`config.mk`:
```
export PLATFORM = sky130hd
export DESIGN_NAME = scac_front
export DESIGN_NICKNAME = d
export VERILOG_FILES = /design/src/sv/assert_macros.svh /design/src/sv/scac_pkg.sv /design/src/sv/scac_front.sv
export SDC_FILE = /design/constraint.sdc
export NUM_CORES = 1
export LEC_CHECK = 0
export BUFFER_PORTS_ARGS = -buffer_cell sky130_fd_sc_hd__buf_2
export CAP_MARGIN = 25
export CELL_PAD_IN_SITES_DETAIL_PLACEMENT = 2
export CELL_PAD_IN_SITES_GLOBAL_PLACEMENT = 2
export CORE_UTILIZATION = 35
export CTS_BUF_LIST = sky130_fd_sc_hd__clkbuf_16
export DETAILED_ROUTE_END_ITERATION = 8
export MAX_ROUTING_LAYER = met4
export PLACE_DENSITY_LB_ADDON = 0.1
export SETUP_SLACK_MARGIN = 0.5
export SLEW_MARGIN = 20
export SYNTH_ARGS = -nofsm -noshare
export SYNTH_HDL_FRONTEND = slang
export SYNTH_SLANG_ARGS = --single-unit
```
`constraint.sdc`:
```
create_clock -name clk -period 6.8 [get_ports clk]
set_clock_uncertainty 0.15 [all_clocks]
set_input_delay 1.36 -clock clk [delete_from_list [all_inputs] [get_ports clk]]
set_output_delay 1.36 -clock clk [all_outputs]
set_load 0.01 [all_outputs]
```
`src/sv/assert_macros.svh`:
```
// Assertion helpers used by the controller top-level RTL file.
`ifndef ASSERT_MACROS_SVH
`define ASSERT_MACROS_SVH

// Antecedent implies consequent in the same cycle.
`define ASSERT_IMPL(lbl, clk, rst_n, a, c) \
	lbl: assert property (@(posedge clk) disable iff (!rst_n) (a) |-> (c)) \
		else $error("implication check failed");

// Antecedent implies consequent in the next cycle.
`define ASSERT_NEXT(lbl, clk, rst_n, a, c) \
	lbl: assert property (@(posedge clk) disable iff (!rst_n) (a) |=> (c)) \
		else $error("next-cycle check failed");

`endif

```
`src/sv/scac_pkg.sv`:
```
// ----------------------------------------------------------------------------
// scac_pkg
// Shared types and defaults of the set-associative cache controller.
// ----------------------------------------------------------------------------
package scac_pkg;

	localparam int LINE_BYTES_DEF = 64;
	localparam int SETS_DEF       = 64;
	localparam int WAYS_DEF       = 4;

	typedef enum logic [1:0] {
		KIND_READ  = 2'd0,
		KIND_WRITE = 2'd1,
		KIND_DONE  = 2'd2
	} kind_t;

	typedef enum logic [2:0] {
		ST_CLEAR,
		ST_IDLE,
		ST_LOOK,
		ST_SCAN,
		ST_UPD,
		ST_EMIT
	} back_state_t;

	typedef struct packed {
		kind_t       kind;
		logic [31:0] addr;
		logic        hit;
		logic        last;
	} out_item_t;

	// status handed from the back part to the front part
	typedef struct packed {
		logic clearing;
		logic pop;
	} back_stat_t;

	localparam logic [2:0] REG_WRITE_POLICY = 3'd0;

endpackage

```
`src/sv/scac_front.sv`:
```
// ----------------------------------------------------------------------------
// scac_front
// Accept accesses, split the address into set and tag, queue them.
// ----------------------------------------------------------------------------
module scac_front #(
	parameter int SET_W = 6,
	parameter int TAG_W = 20,
	parameter int LINE_BYTES = 64,
	parameter int SETS = 64
) (
	input  logic                 clk,
	input  logic                 arst_n,
	input  logic                 push,
	output logic                 full,
	input  logic                 action,
	input  logic [31:0]          access_address,
	input  scac_pkg::back_stat_t stat,
	output logic                 q_valid,
	output logic                 q_wr,
	output logic [31:0]          q_addr,
	output logic [SET_W-1:0]     q_set,
	output logic [TAG_W-1:0]     q_tag
);
	import scac_pkg::*;

	logic              wr_q   [2];
	logic [31:0]       addr_q [2];
	logic [SET_W-1:0]  set_q  [2];
	logic [TAG_W-1:0]  tag_q  [2];
	logic              wptr_q, rptr_q;
	logic [1:0]        cnt_q;
	logic [31:0]       blk;
	logic              do_push;

	assign full    = (cnt_q == 2'd2) || stat.clearing;
	assign do_push = push && !full;
	assign blk     = access_address / LINE_BYTES;

	assign q_valid = (cnt_q != 2'd0);
	assign q_wr    = wr_q[rptr_q];
	assign q_addr  = addr_q[rptr_q];
	assign q_set   = set_q[rptr_q];
	assign q_tag   = tag_q[rptr_q];

	always_ff @(posedge clk) begin
		if (do_push) begin
			wr_q[wptr_q]   <= action;
			addr_q[wptr_q] <= access_address;
			set_q[wptr_q]  <= SET_W'(blk % SETS);
			tag_q[wptr_q]  <= TAG_W'(blk / SETS);
		end
	end

	always_ff @(posedge clk or negedge arst_n) begin
		if (!arst_n) begin
			wptr_q <= 1'b0;
			rptr_q <= 1'b0;
			cnt_q  <= 2'd0;
		end else begin
			if (do_push) wptr_q <= !wptr_q;
			if (stat.pop) rptr_q <= !rptr_q;
			cnt_q <= cnt_q + 2'(do_push) - 2'(stat.pop);
		end
	end
endmodule

```
# [Word-level counts from Yosys, hierarchy flattened]
# Memories as Yosys holds them, arrays and structs flattened.
# Index checks and enable logic that the tools add are counted.
[classes] add_sub_neg=2 eq_ne=1 muxes=2 reduce_logical=6
[op_table] operator="1-bit logical NOT" n=3
[op_table] operator="2-bit by 1-bit adder with 2-bit output" n=1
[op_table] operator="2-bit == test (second input constant)" n=1
[op_table] operator="1-bit 2-to-1 mux" n=2
[op_table] operator="2-bit nonzero test" n=1
[op_table] operator="2-bit by 1-bit subtractor with 2-bit output" n=1
[op_table] operator="1-bit logical AND" n=1
[op_table] operator="1-bit logical OR" n=1
[word_totals] register_bits=4 ramBits=118 inputBits=38 output_inout_bits=61 n_memories=4
[mem_list] name="addr_q" words=2 width=32 rd=1 rd_ports_with_merged_regs=0 wr=1 line_no="scac_front.sv:27" text="logic [31:0] addr_q [2];"
[mem_list] name="tag_q" words=2 width=20 rd=1 rd_ports_with_merged_regs=0 wr=1 line_no="scac_front.sv:29" text="logic [TAG_W-1:0] tag_q [2];"
[mem_list] name="set_q" words=2 width=6 rd=1 rd_ports_with_merged_regs=0 wr=1 line_no="scac_front.sv:28" text="logic [SET_W-1:0] set_q [2];"
[mem_list] name="wr_q" words=2 width=1 rd=1 rd_ports_with_merged_regs=0 wr=1 line_no="scac_front.sv:26" text="logic wr_q [2];"

# [Longest topological paths before layout]
[depth] ltp_word=6 ltp_mapped=7 ltp_nobuf=7

# [Worst setup path after synthesis]
# Ideal clock, no wire load.
[synth_timing] path_type="in2reg" startpoint="in stat[1] in the netlist's numbering" endpoint="mem addr_q[0][0] (enable)" setup_ns=0.423 arrival_time_ns=3.003 slack_ns=3.223 stages=2 cell_sequence="nand3b_1 -> nor2_1"
[synth_between] elab_chain_len=5
[synth_rtl] element="start: declaration" line_no="scac_front.sv:17" text="input scac_pkg::back_stat_t stat,"
[synth_rtl] element="1-bit logical OR" line_no="scac_front.sv:35" text="assign full = (cnt_q == 2'd2) || stat.clearing;"
[synth_rtl] element="1-bit logical NOT" line_no="scac_front.sv:36" text="assign do_push = push && !full;"
[synth_rtl] element="1-bit logical AND" line_no="scac_front.sv:36"
[synth_rtl] element="1-bit 2-to-1 mux" line_no="scac_front.sv:46" text="if (do_push) begin"
[synth_rtl] element="1-bit 2-to-1 mux (implied by the code)" line_no="scac_front.sv:48" text="addr_q[wptr_q] <= access_address;"
[synth_rtl] element="end: declaration" line_no="scac_front.sv:27"
# Every way passes these cells.

# [Worst setup path in the final report]
[layout_timing] startpoint="reg rptr_q" endpoint="out q_tag[19]"
[layout_between] elab_chain_len=1
[layout_rtl] element="start: declaration" line_no="scac_front.sv:30" text="logic wptr_q, rptr_q;"
[layout_rtl] element="start signal: assignment" line_no="scac_front.sv:61" text="if (stat.pop) rptr_q <= !rptr_q;"
[layout_rtl] element="memory 2 x 20 bit"
[layout_rtl] element="end: declaration" line_no="scac_front.sv:22" text="output logic [TAG_W-1:0] q_tag"
# Every way passes these cells.

==> run summary <==
status - finished, final reports clean
Vias - 1489
Post-Route WL - 5409 µm
Final nets - 267
worst-margin pin slew - 0.9945 ns
H-tree Lvls - 3
most frequently used cell type in the post-synthesis netlist - edfxtp_1
area delta synth->final - 23.31%
die width - 93.50 µm
CTS sink cnt - 70
Mapped Area - 2930 µm²
Mean Syn Cell Area - 19.93 µm²
Synth top cells by count - edfxtp_1 (66), mux2_4 (29), buf_4 (26)
Detail Route Antenna Nets - 0
# setup viols final - 0
HPWL after detailed placement - 3633 µm
Worst-path clk slew - 0.06 ns
I/O pin count - 99
CTS Buffer Depth - 2
first-pass iteration count of the detailed router - 3
TritonCTS clock tree - yes
Starting Density - 35.84%
Max-cap violations - 0
setup ws final - 3.547 ns
synthesized instance count - 147
CP Launch Type - flop
Min-Delay Path Class - reg -> reg
die height - 93.50 µm
CP Data Required Time - 5.29 ns
CP Max Fanout - 34
largest net degree at the start of global routing - 35
WP data arrival - 1.74 ns
RSZ-0062 raised after global routing - no
Num CTS Buffers - 9
Fmax - 307.4 MHz
CTS resizes - 0
Slowest cell on crit path - dfrtp_4
IO Port Bufs - 98
setup TNS - 0 ns
Crit Path Class - reg -> out
warnings from Yosys - 0
WL/cell - 16.05 µm
global-route wire length before repair - 7879 µm
row count - 33
Register-to-Register Path Depth - 3
Synth top area share - 67.63%
Leak Pwr - 1.494 nW
main flop type after synthesis - edfxtp_1
Final Hold Viols - 0
vias in the first global route - 1555
syn nets - 187
fin. max-slew vios - 0
post-synthesis sequential area ratio - 71.05%
DR DRC count - 0
hold path cells - 1
worst skew pair latency - 0.32 ns
post-synthesis cell type count - 15
Cell Pwr Density - 412.7 nW/µm²
synth top area cells - edfxtp_1 (68%), mux2_4 (15%), buf_4 (6.7%)
asr flop ratio synth - 5.714%
area leader, netlist - edfxtp_1
GP Congestion - 0.6731
clock root buffer - clkbuf_16
crit path time final - 3.253 ns
Setup WS pre-CTS - 3.561 ns
drt initial violations - 32
Total GRT Usage - 13.24%
Hold Buf Count CTS - 0
fin crit share - 47.84%
global route overflow - 0
Core Region - 8175 µm²
CP endpoint kind - output pin
VDD IR max - 0.1782 mV
Die ar. - 8742 µm²
vias per inst - 4.418
hold slack - 0.3624 ns
critical path, cell by cell - mux2_2 > buf_2
antenna violations before repair - 0
layout cells sized above 1 - 64.22%
EDFF count, synth - 66
worst relative slew slack - 33.54%
setup bufs post-CTS - 0
largest stage delay on the critical path - 0.84 ns
#FFs+latches synth - 70
ant diodes - 0
metrics by stage:
step,std cells,utilization (%),cell area [µm²],power [mW]
after floorplan,147,-,2930,0.9961
after detailed placement,320,40.39,3302,1.071
after global placement,320,40.39,3302,1.055
after CTS,336,43.83,3583,1.517
final,337,44.20,3613,1.491
after global routing,337,44.20,3613,1.568
path summary, 6_finish.rpt:
path	start	to	slack [ns]
min reg2reg	cnt_q[0]	cnt_q[0]	0.36
max reg2reg	cnt_q[1]	addr_q[0][6]	4.67
max in group asynchronous	arst_n	rptr_q	5.66
min	cnt_q[0]	cnt_q[0]	0.36
min in group asynchronous	arst_n	rptr_q	0.69
max	rptr_q	q_tag[19]	3.55
critical path: cells and delay by family (launching register included):
kind | cells | cell delay [ns]
flip-flops | 1 | 0.84
multiplexers | 1 | 0.41
buffers and inverters | 1 | 0.14
registers in the layout, summed over array words and instances, names as in the netlist:
signal	cells
wptr_q	1
cnt_q	2
wr_q	2
addr_q	63
tag_q	1
rptr_q	1
area by class of cell:
class	instances	area, µm²
Timing Repair Buffer	99	518.0
Clock buffer	9	225.2
Fill cell	810	4562
Tap cell	105	131.4
Multi-Input combinational cell	45	589.3
Inverter	2	7.507
Sequential cell	70	2086
Clock inverter	7	56.30
placed cells by master, fill, tap and decap left out:
cell type	n
buf_16	1
buf_2	98
bufinv_16	1
clkbuf_16	9
clkinv_1	2
clkinv_2	3
dfrtp_1	3
dfrtp_4	1
edfxtp_1	66
ha_1	2
inv_1	3
mux2_2	4
mux2_4	29
nand2b_1	2
nand3b_1	1
nor2_4	2
or2_2	1
xnor2_1	3
xor2_1	1
per-layer routing:
layer  share of wire [%]  vias to the layer above  global-route usage [%]
li1                    -                      678                       -
met1                  38                      744                   14.20
met2                  54                       59                   21.94
met3                 6.2                        8                   4.228
met4                 1.4                        0                   6.923
met5                   0                        -                       -
logic make-up after synthesis:
kind of cell               Yosys count  share of synthesized area (%)
DFF                                 70                          71.05
muxes                               33                          16.40
buffers and inverters               32                          9.351
and+or+nand+nor                      6                          1.153
xor gates and xnor gates             4                          1.196
adders and majority gates            2                         0.8538
report_power, final:
| group | internal, mW | switching [mW] | total, mW | leakage, nW |
|---|---|---|---|---|
| registers | 0.543 | 0.0751 | 0.618 | 0.649 |
| clock network | 0.277 | 0.161 | 0.438 | 0.145 |
| logic | 0.238 | 0.196 | 0.435 | 0.700 |
Note: power is estimated with default switching activity, not from simulation.
