<file path="src/sv/assert_macros.svh">
// Assertion helpers used by the controller top-level RTL file.
`ifndef ASSERT_MACROS_SVH
`define ASSERT_MACROS_SVH

// Antecedent implies consequent in the same cycle.
`define ASSERT_IMPL(lbl, clk, rst_n, a, c) \
	lbl: assert property (@(posedge clk) disable iff (!rst_n) (a) |-> (c)) \
		else $error("implication check failed");

// Antecedent implies consequent in the next cycle.
`define ASSERT_NEXT(lbl, clk, rst_n, a, c) \
	lbl: assert property (@(posedge clk) disable iff (!rst_n) (a) |=> (c)) \
		else $error("next-cycle check failed");

`endif

</file>
<file path="src/sv/scac_pkg.sv">
// ----------------------------------------------------------------------------
// scac_pkg
// Shared types and defaults of the set-associative cache controller.
// ----------------------------------------------------------------------------
package scac_pkg;

	localparam int LINE_BYTES_DEF = 64;
	localparam int SETS_DEF       = 64;
	localparam int WAYS_DEF       = 4;

	typedef enum logic [1:0] {
		KIND_READ  = 2'd0,
		KIND_WRITE = 2'd1,
		KIND_DONE  = 2'd2
	} kind_t;

	typedef enum logic [2:0] {
		ST_CLEAR,
		ST_IDLE,
		ST_LOOK,
		ST_SCAN,
		ST_UPD,
		ST_EMIT
	} back_state_t;

	typedef struct packed {
		kind_t       kind;
		logic [31:0] addr;
		logic        hit;
		logic        last;
	} out_item_t;

	// status handed from the back part to the front part
	typedef struct packed {
		logic clearing;
		logic pop;
	} back_stat_t;

	localparam logic [2:0] REG_WRITE_POLICY = 3'd0;

endpackage

</file>
<file path="src/sv/scac_outq.sv">
// ----------------------------------------------------------------------------
// scac_outq
// Four-entry result queue toward the consumer.
// ----------------------------------------------------------------------------
module scac_outq (
	input  logic                clk,
	input  logic                arst_n,
	input  logic                wen,
	input  scac_pkg::out_item_t wdata,
	output logic                wfull,
	input  logic                pop,
	output logic                empty,
	output scac_pkg::out_item_t head
);
	import scac_pkg::*;

	out_item_t  buf_q [4];
	logic [1:0] wptr_q, rptr_q;
	logic [2:0] cnt_q;
	logic       do_w, do_r;

	assign wfull = (cnt_q == 3'd4);
	assign empty = (cnt_q == 3'd0);
	assign head  = buf_q[rptr_q];
	assign do_w  = wen && !wfull;
	assign do_r  = pop && !empty;

	always_ff @(posedge clk) begin
		if (do_w) buf_q[wptr_q] <= wdata;
	end

	always_ff @(posedge clk or negedge arst_n) begin
		if (!arst_n) begin
			wptr_q <= 2'd0;
			rptr_q <= 2'd0;
			cnt_q  <= 3'd0;
		end else begin
			if (do_w) wptr_q <= wptr_q + 2'd1;
			if (do_r) rptr_q <= rptr_q + 2'd1;
			cnt_q <= cnt_q + 3'(do_w) - 3'(do_r);
		end
	end
endmodule

</file>
<file path="config.mk">
export PLATFORM = sky130hd
export DESIGN_NAME = scac_outq
export DESIGN_NICKNAME = d
export VERILOG_FILES = /design/src/sv/assert_macros.svh /design/src/sv/scac_pkg.sv /design/src/sv/scac_outq.sv
export SDC_FILE = /design/constraint.sdc
export NUM_CORES = 1
export LEC_CHECK = 0
export ABC_AREA = 1
export BUFFER_PORTS_ARGS = -buffer_cell sky130_fd_sc_hd__buf_2
export CORE_MARGIN = 2
export CORE_UTILIZATION = 55
export DETAILED_ROUTE_END_ITERATION = 10
export GPL_TIMING_DRIVEN = 0
export PLACE_DENSITY_LB_ADDON = 0.2
export SLEW_MARGIN = 25
export SYNTH_ARGS = -nofsm -noshare
export SYNTH_HDL_FRONTEND = slang
export SYNTH_SLANG_ARGS = --single-unit
</file>
<file path="constraint.sdc">
create_clock -name clk -period 5.4 [get_ports clk]
set_clock_uncertainty 0.2 [all_clocks]
set_input_delay 0.27 -clock clk [delete_from_list [all_inputs] [get_ports clk]]
set_output_delay 0.27 -clock clk [all_outputs]
set_load 0.03 [all_outputs]
</file>
Word level (Yosys, flattened, before mapping)
Memories as Yosys holds them, arrays and structs flattened.
Cells that the tools add are included.
{"block": "op_classes", "addsub": 4, "n_mul": 0, "n_div": 0, "n_lt_le_gt_ge": 0, "eq_ne": 1, "n_shift": 0, "mux": 2, "bitwise_logic": 0, "n_reduce_logical": 5}
{"cell": "adder 2 x 1 -> 2 bit (second input constant)", "count": 2}
{"cell": "adder 3 x 1 -> 3 bit", "count": 1}
{"cell": "== test 3 bit (second input constant)", "count": 1}
{"cell": "logical NOT 3 bit", "count": 1}
{"cell": "subtractor 3 x 1 -> 3 bit", "count": 1}
{"cell": "logical AND 1 bit", "count": 2}
{"cell": "logical NOT 1 bit", "count": 2}
{"cell": "2-to-1 mux 1 bit", "count": 2}
{"block": "word_totals", "reg_bits": 7, "latchBits": 0, "ramBits": 144, "rom_bits": 0, "input_bits": 40, "out_inout_bits": 38, "word_cells": 16, "mem_count": 1}
{"name": "buf_q", "words": 4, "width": 36, "read_ports": 1, "rd_clocked_by_memory_dff": 0, "wr": 1, "line_no": "scac_outq.sv:17", "text": "out_item_t buf_q [4];"}

Longest topological paths before layout
Gate-level depths: netlist of run 1.
{"block": "logic_depth", "depth_word": 5, "ltp_mapped": 10, "mapped_depth_nobuf": 10}

Worst setup path before layout of run 1
OpenSTA, ideal clock, no wires.
{"block": "synth_timing", "kind": "flip-flop to flip-flop", "start": "reg wptr_q[0]", "end": "mem buf_q[2][0] (netlist name) (enable)", "setup_time_ns": 0.429, "arrival_ns": 2.180, "slack_ns": 2.590, "path_stages_with_launch": 5, "n_path_buf": 0, "period_less_slack_ns": 2.810, "cell_sequence": "dfrtp_1 > inv_1 > ha_1 > inv_1 > nor2_1"}
{"item": "start: declaration", "line_no": "scac_outq.sv:18", "text": "logic [1:0] wptr_q, rptr_q;"}
{"item": "start signal: assignment", "line_no": "scac_outq.sv:38", "text": "if (do_w) wptr_q <= wptr_q + 2'd1;"}
{"item": "end: declaration", "line_no": "scac_outq.sv:17"}
No word-level cell before the write port.

==> flow_summary.toml, run 1 <==
[critical_path]
crit_type = "flop to output port"
path_max_fanout = 10
cp_cell_sequence = "inv_2, clkbuf_1, o21ai_0, nand2_1, buf_2"
worstPathArrival_ns = 2.03
rrSetupSlack_ns = 3.03
critPathRequiredTime_ns = 4.93
r2r-end = "cnt_q[2]"
end_kind = "output port"
cp_slowest_cell = "clkbuf_1"
timing.rr.start = "cnt_q[1]"
r2r.worst_path.cells = 9
critPathLaunchType = "flop"
slowest_delay_ns = 0.42

[clock_network]
cts_tree = "yes"
clockRootBuffer = "clkbuf_8"
cts_buffers = 17
clock_sinks = 151
clockBufferDepth = 2
post-cts-setup-buffers = 0
clock_latency_ns = 0.53
clk_pin_slew_ns = 0.06
htreeDepth = 4

[sta]
fin_ws_ns = 2.90
fin_tns_setup_ns = 0
worstMarginPinSlew_ns = 0.684
hold_ws_ns = 0.283
timing.fmax_ghz = 0.400
hold_violations = 0
finalMaxSlewViolations = 0
period_share_pct = 46.3
min_period_ns = 2.50
final-setup-viol-count = 0
rsz0062_at_grt = "false"
relSlewSlack_pct = 54.3

[global_routing]
grt_pass1_vias = 4219
grt_pass1_wl_um = 20300
antenna_found_initial = 0
grt_use_total_pct = 23.6
grt.overflow.total = 0
grt_max_degree = 21

[logic_synthesis]
synth-seq-cells = 151
seq_area_frac_synth_pct = 74.0
avgSynthCellArea_um2 = 11.8
ys_warn_count = 0
synth_cells = 513
synth_area_um2 = 6080
yosys.area.top_type = "edfxtp_1"
syn_nets = 560
synth.area.top_cells = "edfxtp_1, nand2_1, o21ai_0"
synth.top_cell.area_share_pct = 71.2
synth_cell_type_count = 18

[drt]
wl_met1_um = 5390
wl_per_cell_um = 16.1
drc = 0
postRouteWirelength_um = 13000
wl_met2_um = 6760
highest_layer = "met4"
ant_nets = 0
dr.pass1.iters = 4
vias = 4107
wl_met3_um = 686
via_per_inst = 5.09
drt_iter0_drc = 278

[power]
p_leak_nw = 3.23
powerDensity_nw_per_um2 = 591
ir_drop_mv = 0.286

[min_path]
hold_path_startpoint = "wdata[32]"
whs_path_depth = 2
hold_path_class = "primary input to flop"
min_to = "buf_q[3][32]"

[floorplanning]
ios = 78
die_h_um = 109
start_util_pct = 56.3
dieArea_um2 = 11900
die_w_um = 109
core.rowCount = 38
core-area_um2 = 10800

[finish]
fin_cells = 807
antenna_cells = 0
n_fill_cell = 731
drive_gt1_share_pct = 19.5
finalNetCount = 701
area_delta_synth_final_pct = 28.6
final_util_pct = 72.4

[place]
dp_hpwl_um = 7970
place_inst = 735
post-place-ws_ns = 3.05
place.gp.congestion = 0.738
portBuffers = 77

[job]
drv_cap = 0

[status]
status = "finished clean"
==> Yosys cell counts (all sizes together) <==
master and n:
edfxtp 144, o21ai 72, dfrtp 7, inv 52, nand3 4, nand3b 1, nand2 127, clkbuf 11
nor2 77, buf 11, ha 6, fa 1
==> layer usage <==
metal | track usage (%) | vias up
li1 | - | 1992
met1 | 27.8 | 1970
met2 | 41.3 | 125
met3 | 5.62 | 20
met4 | 10.3 | 0
met5 | 0 | -
==> state kept, by name, indices dropped and copies added, names as in the netlist <==
register and count:
buf_q 144, cnt_q 3, rptr_q 2, wptr_q 2
==> per-stage QoR <==
step	instance area, um^2	total power [mW]
floorplan	6080	2.82
global placement	6640	3.32
detailed placement	6810	3.43
CTS	7810	4.65
global route	7810	4.89
finish	7810	4.62
==> cells by family after synthesis <==
logic type               after synthesis  synth area share [%]
AND/OR/NAND/NOR                      209                  13.1
AO/OA/AOI/OAI                         72                  5.93
flip-flops                           151                  74.0
buffers and inverters                 74                  5.41
adder cells (fa/ha/maj)                7                  1.56
==> cells in the final DEF, fill, tap and decap left out, types with 7 or more instances in the layout <==
cell,count
edfxtp_1,144
nand2_1,127
buf_2,78
nor2_1,73
o21ai_0,66
inv_1,50
dlygate4sd3_1,40
clkbuf_16,16
clkbuf_1,11
dfrtp_1,7
==> critical path: cells and delay by family (launching register included) <==
family	cells	cell delay, ns
buf+inv	3	0.79
flops	1	0.40
compound gates	1	0.19
simple gates	1	0.12
==> layout make-up <==
| type | count | area, um^2 | share of cell area, % |
|---|---|---|---|
| well taps | 140 | 175 | 2.24 |
| clock buffers | 21 | 459 | 5.88 |
| plain buffers | 22 | 134 | 1.71 |
| flip-flops and latches | 151 | 4500 | 57.6 |
| clock inverters | 11 | 148 | 1.89 |
| multi-input cells | 288 | 1280 | 16.4 |
| repair buffers | 122 | 923 | 11.8 |
| inverters | 52 | 195 | 2.50 |
==> worst max-delay path by stage <==
stage          cells after the start  slack [ns]  startpoint      endpoint
2_1_floorplan                      4        2.59   wptr_q[0]   buf_q[2][0]
3_3_place_gp                       4        1.31    cnt_q[1]  buf_q[1][18]
3_5_place_dp                       9        3.05    cnt_q[1]      cnt_q[2]
4_1_cts                            5        2.85   rptr_q[0]      head[16]
5_1_grt                            6        2.69   rptr_q[1]       head[3]
6_report                           5        2.90   rptr_q[0]      head[25]
==> power breakdown <==
| part | switching (mW) | internal (mW) |
|---|---|---|
| sequential | 0.0626 | 1.54 |
| combinational | 1.29 | 0.533 |
| clock | 0.450 | 0.740 |
==> repair_timing <==
item,4_1_cts,5_1_grt
resized for setup,0,0
setup endpoints to repair,0,0
hold buffers,40,0
hold endpoints to repair,155,0
Power figures use the tool's default switching activity.
==> inputs of run 2 (changes only) <==
==> constraint.sdc (replaced) <==
create_clock -name clk -period 2.5 [get_ports clk]
set_clock_uncertainty 0.2 [all_clocks]
set_input_delay 0.125 -clock clk [delete_from_list [all_inputs] [get_ports clk]]
set_output_delay 0.125 -clock clk [all_outputs]
set_load 0.03 [all_outputs]
==> run 2 against run 1 <==
Effect of this change: die area unchanged; clock power increased by 120%; routed wire length barely moved; first-iteration DRC count increased by 5.0%; cell count unchanged; critical path depth is the same; setup slack worse by 2.8 ns; count of clock-buffer cells in the layout unchanged; sequential power increased by 120%; non-clock buffer count did not move; power increased by 120%; largest cell class unchanged; highest routed layer unchanged.
==> flow_summary.toml, run 2 (synthesis results as in run 1) <==
[sta]
worstMarginPinSlew_ns = 0.683
rsz0062_at_grt = "true"
finalMaxSlewViolations = 0
hold_violations = 0
final-setup-viol-count = 0
min_period_ns = 2.40
relSlewSlack_pct = 54.3
timing.fmax_ghz = 0.417
period_share_pct = 95.9

[place]
portBuffers = 77
dp_hpwl_um = 7970
place.gp.congestion = 0.738
place_area_um2 = 6810

[global_routing]
grt_pass1_wl_um = 20300
antenna_found_initial = 0
grt_pass1_vias = 4219
grt.overflow.total = 0
grt_use_total_pct = 23.6
grt_max_degree = 21

[floorplanning]
die_h_um = 109
ios = 78
dieArea_um2 = 11900
core.rowCount = 38
core-area_um2 = 10800
start_util_pct = 56.3
die_w_um = 109

[critical_path]
end_kind = "output port"
endpoint = "head[25]"
path_max_fanout = 10
crit_start = "rptr_q[0]"
worstPathArrival_ns = 2.07
r2r.worst_path.cells = 10
r2r-end = "cnt_q[2]"
critPathRequiredTime_ns = 2.17
critPathLaunchType = "flop"
rrSetupSlack_ns = 0.26
crit_type = "flop to output port"
timing.rr.start = "cnt_q[1]"

[finish]
area_delta_synth_final_pct = 28.7
drive_gt1_share_pct = 20.1
n_fill_cell = 729
final_common_cell = "edfxtp_1"
largestRegisters = "buf_q x144, cnt_q x3"
antenna_cells = 0
final_cell_area_um2 = 7820
largest_register_ffs = 144
layout_common_cells = "edfxtp_1, nand2_1, buf_2, nor2_1, o21ai_0"
finalNetCount = 701
largest_register = "buf_q"

[drt]
dr.pass1.iters = 5
drc = 0
ant_nets = 0
drt_iter0_drc = 292
vias = 4128
wl_per_cell_um = 16.1
postRouteWirelength_um = 13000
via_per_inst = 5.12

[clock_network]
clk_pin_slew_ns = 0.06
clock_latency_ns = 0.53
clock_sinks = 151
clockRootBuffer = "clkbuf_8"
cts_buffers = 17
cts_tree = "yes"
clockBufferDepth = 2
htreeDepth = 4
post-cts-setup-buffers = 0

[power]
p_total_mw = 9.99
ir_drop_mv = 0.617
powerDensity_nw_per_um2 = 1280
p_leak_nw = 3.24

[min_path]
hold_path_class = "primary input to flop"

[job]
drv_cap = 0

[status]
status = "finished clean"
==> run 2: cell count changes in the layout (fill, tap and decap cells not counted) <==
cell	delta
clkbuf_1	-3
clkbuf_2	+3
nand2_1	-1
nand2_2	+1
==> run 2: worst min path at each step <==
stage / startpoint / end / slack (ns) / depth (start not counted)
floorplan: arst_n / cnt_q[0] / -0.37 / 0
global placement: arst_n / wptr_q[0] / -0.23 / 1
detailed placement: arst_n / cnt_q[2] / -0.23 / 1
CTS: wdata[34] / buf_q[0][34] / 0.12 / 2
global route: wdata[34] / buf_q[1][34] / 0.13 / 2
finish: wdata[32] / buf_q[3][32] / 0.14 / 2
==> run 2: layout make-up <==
cell class	instances	area (um^2)	share of cell area, %
buffer	22	138	1.76
clock buffer	21	459	5.87
clock inverter	11	148	1.89
inverter	52	195	2.50
multi-input combinational	288	1280	16.4
sequential	151	4500	57.5
tap	140	175	2.24
timing repair buffer	122	923	11.8
==> run 2: what timing repair did <==
action / 4_1_cts / 5_1_grt
gates resized for setup: 0 / 7
setup endpoints to repair: 0 / 8
endpoints found under the hold margin: 155 / 0
hold buffers: 40 / 0
==> run 2: critical path, stage by stage (launching register included) <==
cell	delay [ns]
dfrtp_1	0.40
inv_2	0.17
clkbuf_1	0.43
o21ai_0	0.20
nand2_1	0.13
buf_2	0.20
==> run 2: metrics by stage <==
| stage | setup TNS [ns] | cells | util [%] | worst slack (ns) | hold WS, ns |
|---|---|---|---|---|---|
| global route | -0.000552 | 807 | 72.4 | -0.000552 | 0.132 |
| detailed placement | 0 | 735 | 63.1 | 0.146 | -0.225 |
| floorplan | -44.58 | 513 | - | -0.310 | -0.371 |
| CTS | 0 | 807 | 72.4 | 0.0945 | 0.123 |
| finish | 0 | 807 | 72.4 | 0.102 | 0.137 |
| global placement | -219.68 | 730 | 61.5 | -1.59 | -0.231 |
==> run 2: report_power, final <==
group	switching (mW)	internal (mW)
Combinational	2.79	1.16
Sequential	0.135	3.33
Clock	0.973	1.60
Total	3.90	6.09
==> run 2: metal layers <==
layer / share of wire [%] / vias up / GRT usage, %
met1: 41 / 1977 / 27.8
met4: 1.6 / 0 / 10.3
met3: 5.4 / 22 / 5.62
met5: 0 / - / 0
li1: - / 1993 / -
met2: 52 / 136 / 41.3
==> inputs of run 3 (changes only) <==
--- a/config.mk
+++ b/config.mk
@@ -7,12 +7,14 @@
 export LEC_CHECK = 0
 export ABC_AREA = 1
 export BUFFER_PORTS_ARGS = -buffer_cell sky130_fd_sc_hd__buf_2
+export CAP_MARGIN = 20
 export CORE_MARGIN = 2
 export CORE_UTILIZATION = 55
 export DETAILED_ROUTE_END_ITERATION = 10
 export GPL_TIMING_DRIVEN = 0
-export PLACE_DENSITY_LB_ADDON = 0.2
+export PLACE_DENSITY = 0.75
 export SLEW_MARGIN = 25
 export SYNTH_ARGS = -nofsm -noshare
 export SYNTH_HDL_FRONTEND = slang
 export SYNTH_SLANG_ARGS = --single-unit
+export TNS_END_PERCENT = 10
==> run 3 against run 2 <==
Effect of this change: routed wire length shrank 2.3%; global-route usage shrank 0.65 points; setup slack lost 0.015 ns; combinational power is essentially flat; sequential cell count is the same; first-iteration DRC count shrank 28%; power shrank 2.2%; register-to-register slack lost 0.05 ns; die area is the same; critical path type unchanged; largest power group unchanged.
==> flow_summary.toml, run 3 (synthesis results as in run 1) <==
[status]
status = "finished clean"

[power]
sw_frac_of_total_pct = 39.7
ir_drop_mv = 0.644
internal-power_mw = 5.89
p_leak_nw = 3.20
powerDensity_nw_per_um2 = 1260
pwr-share-clk_pct = 24.3
switching_power_mw = 3.88
pwr-share-seq_pct = 35.5
power_frac_comb_pct = 40.2

[sta]
fin_tns_setup_ns = 0
hold_violations = 0
min_period_ns = 2.41
finalMaxSlewViolations = 0
rsz0062_at_grt = "true"
final-setup-viol-count = 0
timing.fmax_ghz = 0.414
relSlewSlack_pct = 55.7
period_share_pct = 96.5
worstMarginPinSlew_ns = 0.664

[place]
dp_hpwl_um = 7870
portBuffers = 77
place_inst = 736
place.gp.congestion = 0.719

[floorplanning]
start_util_pct = 56.3
core-area_um2 = 10800
die_w_um = 109
core.rowCount = 38
dieArea_um2 = 11900
ios = 78
die_h_um = 109

[critical_path]
worstPathArrival_ns = 2.09
critPathRequiredTime_ns = 2.17
critPathLaunchType = "flop"
end_kind = "output port"
path_max_fanout = 10
crit_type = "flop to output port"

[finish]
largest_register_ffs = 144
fin_cells = 808
n_fill_cell = 730
regArea_um2 = 4500
largest_register = "buf_q"
area_delta_synth_final_pct = 27.8
drive_gt1_share_pct = 19.3
final_common_cell = "edfxtp_1"
layout_common_cells = "edfxtp_1, nand2_1, buf_2, nor2_1, o21ai_0"
antenna_cells = 0
multi_input_area_um2 = 1280
finalNetCount = 702
largestRegisters = "buf_q x144, cnt_q x3"

[drt]
dr.pass1.iters = 5
drc = 0
drt_iter0_drc = 209
ant_nets = 0
via_per_inst = 4.99
vias = 4032
postRouteWirelength_um = 12700
wl_per_cell_um = 15.7

[job]
drv_cap = 0

[global_routing]
grt_pass1_wl_um = 19600
grt.overflow.total = 0
antenna_found_initial = 0
grt_max_degree = 20
grt_pass1_vias = 4056
grt_use_total_pct = 23.0

[clock_network]
post-cts-setup-buffers = 0
cts_buffers = 17
cts_tree = "yes"
htreeDepth = 4
clockRootBuffer = "clkbuf_8"
clockBufferDepth = 2
clock_latency_ns = 0.53
clk_pin_slew_ns = 0.06
clock_sinks = 151

[min_path]
hold_path_class = "primary input to flop"
run 3: cell types whose count changed in the layout (fill, tap and decap cells not counted):
| cell | change |
|---|---|
| clkbuf_1 | +4 |
| clkbuf_2 | -3 |
| clkbuf_8 | -3 |
| buf_8 | +2 |
| clkinv_1 | +2 |
| clkinv_4 | -2 |
| clkinvlp_4 | +2 |
| buf_16 | -1 |
| bufinv_16 | -1 |
| inv_6 | +1 |
run 3: layout make-up:
class                   count  share of cell area (%)
multi-input cells         288                    16.5
flip-flops and latches    151                    58.0
well taps                 140                    2.26
plain buffers              22                    1.72
clock inverters            13                    1.69
clock buffers              19                    5.43
inverters                  52                    2.51
repair buffers            123                    11.9
run 3: power groups by stage:
stage	Combinational, mW	Clock (mW)	Sequential [mW]
6_report	3.93	2.37	3.47
5_1_grt	4.31	2.49	3.51
4_1_cts	3.96	2.39	3.47
3_5_place_dp	3.89	0	3.52
3_3_place_gp	3.61	0	3.55
2_1_floorplan	2.58	0	3.51
run 3: critical path, stage by stage, from the launching register on:
cell and delay (ns):
dfrtp_1 0.40, inv_2 0.17, clkbuf_1 0.49, nor2_1 0.12, o21ai_0 0.10, nand2_1 0.10
buf_2 0.19
run 3: final timing paths:
| kind | from | to | slack, ns | cells past startpoint |
|---|---|---|---|---|
| min reg2reg | rptr_q[1] | rptr_q[1] | 0.33 | 2 |
| min | wdata[23] | buf_q[2][23] | 0.14 | 2 |
| max in group asynchronous | arst_n | rptr_q[0] | 1.43 | 3 |
| max | rptr_q[1] | head[16] | 0.09 | 6 |
| min in group asynchronous | arst_n | wptr_q[1] | 0.39 | 3 |
| max reg2reg | cnt_q[1] | cnt_q[2] | 0.21 | 10 |
run 3: timing repair:
| action | 4_1_cts | 5_1_grt |
|---|---|---|
| hold buffers | 40 | 0 |
| gates resized for setup | 0 | 1 |
| endpoints found under the setup margin | 0 | 8 |
| endpoints found under the hold margin | 155 | 0 |
run 3: stage by stage:
stage	util (%)	total power [mW]	instance area (um^2)	hold WS, ns	worst slack (ns)
5_1_grt	71.9	10.3	7760	0.136	-0.0533
4_1_cts	71.9	9.82	7760	0.125	0.0740
2_1_floorplan	-	6.09	6080	-0.371	-0.310
3_5_place_dp	63.1	7.41	6810	-0.227	0.0971
6_report	71.9	9.78	7760	0.141	0.0870
3_3_place_gp	61.5	7.16	6640	-0.236	-1.59
run 3: layer usage:
metal,up-vias,global-route usage (%),wire [um]
li1,1999,-,-
met1,1870,26.4,4950
met2,141,39.7,6680
met3,22,6.63,892
met4,0,10.4,197
met5,-,0,0
